## config.mk

```make
export PLATFORM = sky130hd
export DESIGN_NAME = animation_playhead_timer
export DESIGN_NICKNAME = d
export VERILOG_FILES = /design/src/rtl/aph_pkg.sv /design/src/rtl/animation_playhead_timer.sv /design/src/rtl/aph_ctrl.sv /design/src/rtl/aph_dp.sv
export SDC_FILE = /design/constraint.sdc
export NUM_CORES = 2
export LEC_CHECK = 0
export ABC_CLOCK_PERIOD_IN_PS = 8600
export BUFFER_PORTS_ARGS = -buffer_cell sky130_fd_sc_hd__buf_2
export CORE_ASPECT_RATIO = 1.2
export CORE_UTILIZATION = 60
export DETAILED_ROUTE_END_ITERATION = 10
export GPL_TIMING_DRIVEN = 1
export PLACE_DENSITY_LB_ADDON = 0.1
export SLEW_MARGIN = 20
export SYNTH_ARGS = -nofsm -noshare
export SYNTH_HDL_FRONTEND = slang
export SYNTH_HIERARCHICAL = 1
export SYNTH_SLANG_ARGS = --single-unit
```

## constraint.sdc

```tcl
create_clock -name clk -period 8.6 [get_ports clk]
set_input_delay 0.43 -clock clk [delete_from_list [all_inputs] [get_ports clk]]
set_output_delay 0.43 -clock clk [all_outputs]
set_load 0.005 [all_outputs]
```

## src/rtl/aph_pkg.sv

```systemverilog
// ----------------------------------------------------------------------------
// aph_pkg
// Shared constants, codes and control types for the animation playhead timer.
// ----------------------------------------------------------------------------
package aph_pkg;

	localparam int TIME_BITS_DEF = 32;

	localparam int TS_W  = 20;
	localparam int SPD_W = 13;
	localparam int CFG_W = 32;
	localparam int POS_W = 32;
	localparam int CNT_W = 4;
	localparam int IDX_W = 2;
	localparam int FRAC_BITS = 8;
	localparam int D_W   = TS_W + SPD_W - FRAC_BITS;

	localparam logic [CNT_W-1:0] CNT_MAX = 4'd15;

	localparam logic [1:0] FUNC_TICK    = 2'd0;
	localparam logic [1:0] FUNC_START   = 2'd1;
	localparam logic [1:0] FUNC_SETPLAY = 2'd2;

	localparam logic [1:0] MODE_ONCE = 2'd0;
	localparam logic [1:0] MODE_LOOP = 2'd1;
	localparam logic [1:0] MODE_PING = 2'd2;

	localparam logic [IDX_W-1:0] REG_MODE  = 2'd0;
	localparam logic [IDX_W-1:0] REG_LOW   = 2'd1;
	localparam logic [IDX_W-1:0] REG_HIGH  = 2'd2;
	localparam logic [IDX_W-1:0] REG_SPEED = 2'd3;

	localparam logic [31:0] RANGE_HIGH_RST = 32'd3600000000;
	localparam logic [SPD_W-1:0] SPEED_RST = 13'd256;

	typedef struct packed {
		logic load;
		logic mul;
		logic eval;
		logic prep;
		logic div;
		logic fin;
	} aph_cmd_t;

	typedef struct packed {
		logic wrap;
		logic div_last;
	} aph_sts_t;

endpackage

```

## src/rtl/animation_playhead_timer.sv

```systemverilog
// ----------------------------------------------------------------------------
// animation_playhead_timer
// Playhead counter with once, loop and back-and-forth modes and wrap count.
//
//   channel  signals                              direction  handshake
//   in       func, time_step, play_flag           in         in_valid/in_ready
//   out      position, end_count, playing,        out        out_valid/out_ready
//            reversed
//   cfg      cfg_index, cfg_data                  in         cfg_we, no wait
//
// one item at a time: accept, scale and evaluate, then commit the result;
// when the tick wraps or reflects, the restoring divider first runs over
// TW = max(TIME_BITS, 25) + 2 bits (34 at 32), one quotient bit a cycle
// asynchronous reset returns playhead 0, forward direction, playing set
// a finished result waits in the output register; the next item is taken
// meanwhile and holds before commit until that register is free
// ----------------------------------------------------------------------------
module animation_playhead_timer import aph_pkg::*; #(
	parameter int TIME_BITS = TIME_BITS_DEF
) (
	input  logic              clk,
	input  logic              arst_n,
	input  logic              in_valid,
	output logic              in_ready,
	input  logic [1:0]        func,
	input  logic [TS_W-1:0]   time_step,
	input  logic              play_flag,
	output logic              out_valid,
	input  logic              out_ready,
	output logic [POS_W-1:0]  position,
	output logic [CNT_W-1:0]  end_count,
	output logic              playing,
	output logic              reversed,
	input  logic              cfg_we,
	input  logic [IDX_W-1:0]  cfg_index,
	input  logic [CFG_W-1:0]  cfg_data
);

	aph_cmd_t cmd;
	aph_sts_t sts;

	aph_ctrl u_ctrl (
		.clk       (clk),
		.arst_n    (arst_n),
		.in_valid  (in_valid),
		.in_ready  (in_ready),
		.out_valid (out_valid),
		.out_ready (out_ready),
		.sts       (sts),
		.cmd       (cmd)
	);

	aph_dp #(
		.TIME_BITS (TIME_BITS)
	) u_dp (
		.clk       (clk),
		.arst_n    (arst_n),
		.cfg_we    (cfg_we),
		.cfg_index (cfg_index),
		.cfg_data  (cfg_data),
		.func      (func),
		.time_step (time_step),
		.play_flag (play_flag),
		.cmd       (cmd),
		.sts       (sts),
		.position  (position),
		.end_count (end_count),
		.playing   (playing),
		.reversed  (reversed)
	);

endmodule

```

## src/rtl/aph_ctrl.sv

```systemverilog
// ----------------------------------------------------------------------------
// aph_ctrl
// Sequencer for one item: scale, evaluate, optional division, commit.
// ----------------------------------------------------------------------------
module aph_ctrl import aph_pkg::*; (
	input  logic     clk,
	input  logic     arst_n,
	input  logic     in_valid,
	output logic     in_ready,
	output logic     out_valid,
	input  logic     out_ready,
	input  aph_sts_t sts,
	output aph_cmd_t cmd
);

	localparam logic [2:0] S_IDLE = 3'd0;
	localparam logic [2:0] S_MUL  = 3'd1;
	localparam logic [2:0] S_EVAL = 3'd2;
	localparam logic [2:0] S_PREP = 3'd3;
	localparam logic [2:0] S_DIV  = 3'd4;
	localparam logic [2:0] S_FIN  = 3'd5;

	logic [2:0] state_q;
	logic [2:0] state_d;
	logic       out_valid_q;
	logic       out_free;

	assign in_ready  = (state_q == S_IDLE);
	assign out_valid = out_valid_q;
	assign out_free  = !out_valid_q || out_ready;

	always_comb begin
		state_d  = state_q;
		cmd      = '0;
		case (state_q)
			S_IDLE: begin
				if (in_valid) begin
					cmd.load = 1'b1;
					state_d  = S_MUL;
				end
			end
			S_MUL: begin
				cmd.mul = 1'b1;
				state_d = S_EVAL;
			end
			S_EVAL: begin
				cmd.eval = 1'b1;
				state_d  = sts.wrap ? S_PREP : S_FIN;
			end
			S_PREP: begin
				cmd.prep = 1'b1;
				state_d  = S_DIV;
			end
			S_DIV: begin
				cmd.div = 1'b1;
				if (sts.div_last) begin
					state_d = S_FIN;
				end
			end
			S_FIN: begin
				if (out_free) begin
					cmd.fin = 1'b1;
					state_d = S_IDLE;
				end
			end
			default: begin
				state_d = S_IDLE;
			end
		endcase
	end

	always_ff @(posedge clk or negedge arst_n) begin
		if (!arst_n) begin
			state_q     <= S_IDLE;
			out_valid_q <= 1'b0;
		end else begin
			state_q <= state_d;
			if (cmd.fin) begin
				out_valid_q <= 1'b1;
			end else if (out_ready) begin
				out_valid_q <= 1'b0;
			end
		end
	end

	a_accept_starts: assert property (@(posedge clk) disable iff (!arst_n)
		in_valid && in_ready |=> state_q == S_MUL)
		else $error("accepted item did not start the sequence");

	a_rose_after_fin: assert property (@(posedge clk) disable iff (!arst_n)
		$rose(out_valid_q) |-> $past(state_q) == S_FIN)
		else $error("result shown without a commit");

	a_div_ends: assert property (@(posedge clk) disable iff (!arst_n)
		state_q == S_DIV && sts.div_last |=> state_q == S_FIN)
		else $error("division did not end in commit");

	a_no_wrap_skip: assert property (@(posedge clk) disable iff (!arst_n)
		state_q == S_EVAL && !sts.wrap |=> state_q == S_FIN)
		else $error("division entered without a wrap");

endmodule

```

## src/rtl/aph_dp.sv

```systemverilog
// ----------------------------------------------------------------------------
// aph_dp
// Datapath: configuration, playhead state, step scaling, restoring divider.
// ----------------------------------------------------------------------------
module aph_dp import aph_pkg::*; #(
	parameter int TIME_BITS = TIME_BITS_DEF
) (
	input  logic              clk,
	input  logic              arst_n,
	input  logic              cfg_we,
	input  logic [IDX_W-1:0]  cfg_index,
	input  logic [CFG_W-1:0]  cfg_data,
	input  logic [1:0]        func,
	input  logic [TS_W-1:0]   time_step,
	input  logic              play_flag,
	input  aph_cmd_t          cmd,
	output aph_sts_t          sts,
	output logic [POS_W-1:0]  position,
	output logic [CNT_W-1:0]  end_count,
	output logic              playing,
	output logic              reversed
);

	localparam int TB = TIME_BITS;
	localparam int TW = ((TB > D_W) ? TB : D_W) + 2;
	localparam int PW = (TB > POS_W) ? TB : POS_W;
	localparam int CW = $clog2(TW);
	localparam int PRW = TS_W + SPD_W;

	logic [1:0]          mode_q;
	logic [TB-1:0]       lo_q;
	logic [TB-1:0]       hi_q;
	logic [SPD_W-1:0]    speed_q;
	logic [TB-1:0]       ph_q;
	logic                rev_q;
	logic                play_q;

	logic [1:0]          func_q;
	logic [TS_W-1:0]     ts_q;
	logic                flag_q;
	logic [D_W-1:0]      d_q;
	logic signed [TW-1:0] t_q;
	logic                top_q;
	logic                wrap_q;
	logic [TB-1:0]       rem_q;
	logic [TW-1:0]       quo_q;
	logic [TB-1:0]       dur_q;
	logic [CW-1:0]       it_q;

	logic [POS_W-1:0]    pos_q;
	logic [CNT_W-1:0]    cnt_q;
	logic                play_o_q;
	logic                rev_o_q;

	// step scaling
	logic                neg;
	logic                spd_zero;
	logic [SPD_W-1:0]    mag;
	logic [PRW-1:0]      prod;

	assign neg      = speed_q[SPD_W-1];
	assign spd_zero = (speed_q == '0);
	assign mag      = neg ? (~speed_q + SPD_W'(1)) : speed_q;
	assign prod     = PRW'(ts_q) * PRW'(mag);

	// evaluation
	logic signed [TW-1:0] lo_x;
	logic signed [TW-1:0] hi_x;
	logic signed [TW-1:0] ph_x;
	logic signed [TW-1:0] d_x;
	logic signed [TW-1:0] t_sum;
	logic                 sub;
	logic                 active;

	assign lo_x = $signed(TW'(lo_q));
	assign hi_x = $signed(TW'(hi_q));
	assign ph_x = $signed(TW'(ph_q));
	assign d_x  = $signed(TW'(d_q));
	assign sub  = (mode_q == MODE_PING) ? rev_q : neg;
	assign t_sum = sub ? (ph_x - d_x) : (ph_x + d_x);
	assign active = (func_q == FUNC_TICK) && play_q && !spd_zero && (hi_q > lo_q);

	always_comb begin
		sts.wrap = active && (mode_q inside {MODE_LOOP, MODE_PING})
			&& ((t_sum > hi_x) || (t_sum < lo_x));
		sts.div_last = (it_q == CW'(TW - 1));
	end

	// divider
	logic signed [TW-1:0] e_m1;
	logic [TB:0]          rem_sh;
	logic [TB:0]          rem_diff;
	logic                 ge;

	assign e_m1     = top_q ? (t_q - hi_x - TW'(1)) : (lo_x - t_q - TW'(1));
	assign rem_sh   = {rem_q, quo_q[TW-1]};
	assign rem_diff = rem_sh - {1'b0, dur_q};
	assign ge       = (rem_sh >= {1'b0, dur_q});

	// commit values
	logic [TB-1:0]    nph;
	logic [TB-1:0]    npos;
	logic             nrev;
	logic             nplay;
	logic [CNT_W-1:0] ncnt;
	logic [CNT_W-1:0] qsat;
	logic [TB-1:0]    t_tr;
	logic [TB-1:0]    lo_plus;
	logic [TB-1:0]    hi_minus;
	logic             end_high;
	logic [PW-1:0]    npos_x;

	assign qsat     = (quo_q >= TW'(CNT_MAX)) ? CNT_MAX : (quo_q[CNT_W-1:0] + CNT_W'(1));
	assign t_tr     = t_q[TB-1:0];
	assign lo_plus  = lo_q + rem_q + TB'(1);
	assign hi_minus = hi_q - rem_q - TB'(1);
	assign end_high = (top_q == !quo_q[0]);
	assign npos_x   = PW'(npos);

	always_comb begin
		nph   = ph_q;
		nrev  = rev_q;
		nplay = play_q;
		ncnt  = '0;
		npos  = ph_q;
		case (func_q)
			FUNC_TICK: begin
				if (play_q && !spd_zero) begin
					if (hi_q <= lo_q) begin
						npos = lo_q;
					end else begin
						case (mode_q)
							MODE_ONCE: begin
								nph = t_tr;
								if (!neg && (t_q >= hi_x)) begin
									nph   = hi_q;
									nplay = 1'b0;
									ncnt  = CNT_W'(1);
								end else if (neg && (t_q <= lo_x)) begin
									nph   = lo_q;
									nplay = 1'b0;
									ncnt  = CNT_W'(1);
								end
							end
							MODE_LOOP: begin
								if (wrap_q) begin
									nph  = top_q ? lo_plus : hi_minus;
									ncnt = qsat;
								end else begin
									nph = t_tr;
								end
							end
							MODE_PING: begin
								if (wrap_q) begin
									nph  = end_high ? hi_minus : lo_plus;
									nrev = end_high;
									ncnt = qsat;
								end else begin
									nph = t_tr;
								end
							end
							default: begin
								nph = ph_q;
							end
						endcase
						npos = nph;
					end
				end
			end
			FUNC_START: begin
				nph   = neg ? hi_q : lo_q;
				nplay = 1'b1;
				npos  = nph;
			end
			FUNC_SETPLAY: begin
				nplay = flag_q;
			end
			default: begin
				nph = ph_q;
			end
		endcase
	end

	// configuration and architectural state
	always_ff @(posedge clk or negedge arst_n) begin
		if (!arst_n) begin
			mode_q  <= MODE_ONCE;
			lo_q    <= '0;
			hi_q    <= TB'(RANGE_HIGH_RST);
			speed_q <= SPEED_RST;
			ph_q    <= '0;
			rev_q   <= 1'b0;
			play_q  <= 1'b1;
		end else begin
			if (cfg_we) begin
				case (cfg_index)
					REG_MODE:  mode_q  <= cfg_data[1:0];
					REG_LOW:   lo_q    <= TB'(cfg_data);
					REG_HIGH:  hi_q    <= TB'(cfg_data);
					REG_SPEED: speed_q <= cfg_data[SPD_W-1:0];
					default: begin
						mode_q <= mode_q;
					end
				endcase
			end
			if (cmd.fin) begin
				ph_q   <= nph;
				rev_q  <= nrev;
				play_q <= nplay;
			end
		end
	end

	// working and output registers
	always_ff @(posedge clk) begin
		if (cmd.load) begin
			func_q <= func;
			ts_q   <= time_step;
			flag_q <= play_flag;
		end
		if (cmd.mul) begin
			d_q <= prod[PRW-1:FRAC_BITS];
		end
		if (cmd.eval) begin
			t_q    <= t_sum;
			top_q  <= (t_sum > hi_x);
			wrap_q <= sts.wrap;
		end
		if (cmd.prep) begin
			quo_q <= e_m1;
			rem_q <= '0;
			dur_q <= hi_q - lo_q;
			it_q  <= '0;
		end
		if (cmd.div) begin
			rem_q <= ge ? rem_diff[TB-1:0] : rem_sh[TB-1:0];
			quo_q <= {quo_q[TW-2:0], ge};
			it_q  <= it_q + CW'(1);
		end
		if (cmd.fin) begin
			pos_q    <= npos_x[POS_W-1:0];
			cnt_q    <= ncnt;
			play_o_q <= nplay;
			rev_o_q  <= nrev;
		end
	end

	assign position  = pos_q;
	assign end_count = cnt_q;
	assign playing   = play_o_q;
	assign reversed  = rev_o_q;

endmodule
```

**After elaboration in Yosys (flattened, before gate mapping)**

Index checks and enable logic that the tools add are counted.

- Output and inout bits: 40
- Input port bits: 62
- Bits in registers: 343
- Logic and storage cells: 157

- $mul: 1
- Reductions and logical operators: 31
- $lt $le $gt $ge: 8
- Multiplexer cells: 56
- Bitwise logic cells: 3
- Add/sub/neg operators: 15
- Equal/unequal tests: 19

Operators with widths:

| kind | number |
|---|---|
| $mux 32 | 14 |
| $mux 34 | 4 |
| $pmux 32 s2 | 2 |
| $pmux 32 s3 | 1 |
| $sub 32x32->32 | 3 |
| $sub 34x2->34 const B | 2 |
| $ge 34x33->1 | 1 |
| $ge 34x4->1 const B | 1 |
| $gt 34x33->1 | 1 |
| $le 34x33->1 | 1 |
| $lt 34x33->1 | 1 |
| $sub 33x34->34 | 1 |
| $sub 34x33->34 | 1 |
| $add 32x25->33 | 1 |
| $ge 33x32->1 | 1 |
| $mul 20x13->33 | 1 |
| $sub 32x25->33 | 1 |
| $add 32x1->32 const B | 1 |
| $add 32x32->32 | 1 |
| $gt 32x32->1 | 1 |
| $le 32x32->1 | 1 |
| $sub 32x1->32 const B | 1 |
| $mux 1 | 22 |
| $pmux 3 s6 | 1 |
| other kinds (32) | 68 |

**Depth between registers and ports, before layout**

- Depth after elaboration: 8
- Gate-level depth with buffers: 30
- Gate-level depth less buffers: 29

**Cells and area by module**

The synthesis kept the hierarchy.

By module, submodules not included:

| module | seq. area each (µm²) | instances | cells an instance | area each (µm²) |
|---|---|---|---|---|
| aph_dp | 9631.7 | 1 | 4449 | 38758.4 |
| aph_ctrl | 100.1 | 1 | 28 | 256.5 |

**Least setup slack after synthesis**

OpenSTA, ideal clock, no wires.

- Kind: reg-to-reg
- Start: reg u_dp.speed_q[1]
- End: reg u_dp.d_q[24], data pin
- Period minus slack after synthesis: 7.047 ns
- Data arrival time: 6.788 ns
- Setup slack: 1.553 ns
- Data required time: 8.341 ns
- Stages on the path, launching flop included: 29
- Cell sequence: dfrtp_1 inv_1 ha_1 nand2_1 or3_1 or3_1 or3_1 nor2_1 clkbuf_1 and2_1 fa_1 fa_1 fa_1 fa_1 inv_1 fa_1 inv_1 ha_1 o21a_1 o21ai_0 a21oi_1 a211oi_1 o21ai_0 o21ai_1 a21oi_1 a21bo_2 a21o_1 a21oi_1 xnor2_1

- Word-level cells in the longest chain between the ends: 4

RTL lines:

| item | line | source |
|---|---|---|
| start, declared | aph_dp.sv:33 | `logic [SPD_W-1:0] speed_q;` |
| start signal, assigned | aph_dp.sv:200 | `REG_SPEED: speed_q <= cfg_data[SPD_W-1:0];` |
| $not 13->13 | aph_dp.sv:63 | `assign mag = neg ? (~speed_q + SPD_W'(1)) : speed_q;` |
| $add 13x1->13 | aph_dp.sv:63 |  |
| $mux 13 * | aph_dp.sv:63 |  |
| $mul 20x13->33 * | aph_dp.sv:64 | `assign prod = PRW'(ts_q) * PRW'(mag);` |
| named net u_dp.prod[32] | aph_dp.sv:59 | `logic [PRW-1:0] prod;` |
| end signal, assigned | aph_dp.sv:222 | `d_q <= prod[PRW-1:FRAC_BITS];` |
| end, declared | aph_dp.sv:41 | `logic [D_W-1:0] d_q;` |

The timed path passes the listed nets; every way through them passes the cells marked *.
A chain may end at the register's enable or synchronous reset.

**Final worst setup path**

Ends and elaborated chain as after synthesis.

==> out/summary.txt <==
Placeable Area: 64400 sq um
Crit Path Category: flip-flop to flip-flop
Skew-Pair Late Insertion Delay: 0.61 ns
Cts repair resizes: 0
Critical-path maximum fanout: 13
Netlist cell types: 92
Synthesized cell area: 39000 sq um
Cell count after placement: 5273
DP Worst Slack: 0.703 ns
TNS Setup: 0 ns
IO Pins: 102
DRT Pass-1 Iters: 6
Die area: 66100 sq um
GRT Overall Usage: 0.416
Total of max-cap violations: 0
Share of layout cells above drive strength 1: 0.0793
Largest net degree at the start of global routing: 68
Top cell type's share of synthesized area: 0.174
Unrepaired setup endpoints after global routing: no
Routed wire length: 139000 um
Nets: 5183
Crit. End Element: flip-flop
Cell taking the most area after synthesis: edfxtp_1
Crit path max-delay cell type: fa_1
Skew final: 0.0369 ns
Synthesized instance count: 4477
Dominant cells by area after synthesis: edfxtp_1 17%, ha_1 13%, fa_1 11%, dfrtp_1 6.6%, inv_1 4.9%
Sequential area share after synthesis: 0.249
FFs w/ async S/R, synth: 0.341
H-tree depth: 2
Most common library cell in the layout ignoring fill and taps: inv_1
Global-route wire length before repair: 205000 um
Post-Syn Nets: 5161
1st-iter DRT viols: 3207
Clock transition at the registers of the reported paths: 0.06 ns
Post-Syn Area per Cell: 8.71 sq um
Most frequent cells in the layout: 509 x inv_1, 417 x ha_1, 383 x nand2_1
Setup ws final: 0.654 ns
Max-slew violations: 0
Num CTS Buffers: 39
Remaining DRCs: 0
Wirelength per Cell: 25.8 um
Post-detailed-route via-to-cell ratio: 6.48
Die Wd: 235 um
Hold Path Class: input port to flip-flop
HPWL Detailed: 112000 um
Syn-to-layout area delta: 7.23%
Final Hold Vio Count: 0
Status: complete, no violations
Setup Viol. Count Final: 0
FMAX: 126 MHz
Number of global-route vias before repair: 33900
IO buf count: 101
Top FF cell, synth: edfxtp_1
Number of vias in the routed layout: 34800
Clock buffer depth: 3
Final Cycle Share: 0.924
ANT nets after route: 0
Initial core utilization: 0.605
WP data required: 8.95 ns
CTS tree: built
WP data arrival: 8.29 ns
Synth warn: 6
Row cnt: 102
Slew HR: 0.100
FF+latch count, synth: 343
CP startpoint kind: flip-flop
Total grt overflow: 0
CP dominant cell by count: fa_1
Gpl congestion: 1.07
EDFF count, synth: 226
Die Ht: 281 um
Area occupied by multi-input gates: 26700 sq um
Fillers: 5576
Minimum clock period: 7.95 ns
Initial antenna violation count: 4
Post-Layout Cell Count: 5368
Clk root buf: clkbuf_16
Register area: 9730 sq um
Clk sinks: 343
Worst Tran Pin Value: 1.32 ns
Max incr delay on CP: 0.54 ns
## repair_timing
action / 4_1_cts / 5_1_grt
buffers inserted: 0 / 0
hold buffers: 17 / 0
hold endpoints to repair: 63 / 0
## stage by stage
stage | cell area [sq um] | util | hold slack [ns]
floorplan | 39000 | - | 0.134
global placement | 40300 | 0.625 | 0.536
detailed placement | 40300 | 0.625 | 0.544
CTS | 41800 | 0.649 | 0.00398
global route | 41800 | 0.649 | 0.00714
finish | 41800 | 0.649 | 0.0132
## sequential cells by signal, indices dropped and copies added, names as in the netlist, 4 cells and up
name / count
u_dp/d_q: 25
u_dp/dur_q: 32
u_dp/end_count: 4
u_dp/hi_q: 32
u_dp/it_q: 6
u_dp/lo_q: 32
u_dp/ph_q: 32
u_dp/position: 32
u_dp/quo_q: 34
u_dp/rem_q: 32
u_dp/speed_q: 13
u_dp/t_q: 34
u_dp/ts_q: 20
## routing by layer
layer	vias up	global-route usage	share of wire
li1	15900	-	-
met1	16700	0.485	0.37
met2	1722	0.690	0.46
met3	515	0.0719	0.084
met4	2	0.317	0.087
met5	-	0	0.000094
## logic make-up (layout without fill, tap and decap cells)
| group | count (synthesis) | in the layout | share of synthesized area |
|---|---|---|---|
| multiplexers | 151 | 151 | 0.0414 |
| other | 0 | 7 | 0 |
| flip-flops | 343 | 343 | 0.249 |
| buffers and inverters | 707 | 759 | 0.0685 |
| AND/OR/NAND/NOR | 1186 | 1186 | 0.145 |
| adder cells (fa/ha/maj) | 622 | 622 | 0.239 |
| AO/OA/AOI/OAI | 1239 | 1239 | 0.205 |
| XOR/XNOR | 229 | 229 | 0.0514 |
## final cells by class
type,count,share of cell area
Sequential cell,343,0.233
Multi-Input combinational cell,3427,0.638
Inverter,512,0.0459
Clock inverter,20,0.00613
Antenna cell,7,0.000419
Clock buffer,51,0.0259
Timing Repair Buffer,176,0.0266
Tap cell,832,0.0249
## final timing paths
check / start / to / slack (ns) / cells after the start
setup / recovery: u_dp/speed_q[1]$_DFFE_PN0P_ / u_dp/d_q[24]$_DFFE_PP_ / 0.65 / 27
hold / removal: time_step[19] / u_dp/ts_q[19]$_DFFE_PP_ / 0.01 / 1
setup reg to reg: u_dp/speed_q[1]$_DFFE_PN0P_ / u_dp/d_q[24]$_DFFE_PP_ / 0.65 / 27
hold reg to reg: u_dp/play_q$_DFFE_PN1P_ / u_dp/play_q$_DFFE_PN1P_ / 0.56 / 2
max in group asynchronous: arst_n / u_dp/lo_q[2]$_DFFE_PN0P_ / 6.76 / 3
min in group asynchronous: arst_n / u_ctrl/out_valid$_DFFE_PN0P_ / 0.46 / 2
## synth_stat cells, types with 67 or more instances
cell / n
a21o_1: 149
a21oi_1: 338
and2_1: 96
clkbuf_1: 166
dfrtp_1: 103
edfxtp_1: 226
fa_1: 205
ha_1: 417
inv_1: 509
mux2_2: 84
mux2i_1: 67
nand2_1: 383
nor2_1: 305
o21ai_0: 216
xnor2_1: 152
xor2_1: 77
## worst max-delay path, delay by kind of cell, from the launching register on
kind | cells | cell delay [ns]
adder cells (fa/ha/maj) | 7 | 2.89
buffers and inverters | 4 | 0.46
XOR/XNOR | 1 | 0.09
AO/OA/AOI/OAI | 7 | 1.37
AND/OR/NAND/NOR | 8 | 2.43
flip-flops | 1 | 0.40
Power is left out: the tool's default activity adds up to more than one toggle a clock period on the data nets, which glitch-free logic cannot reach.
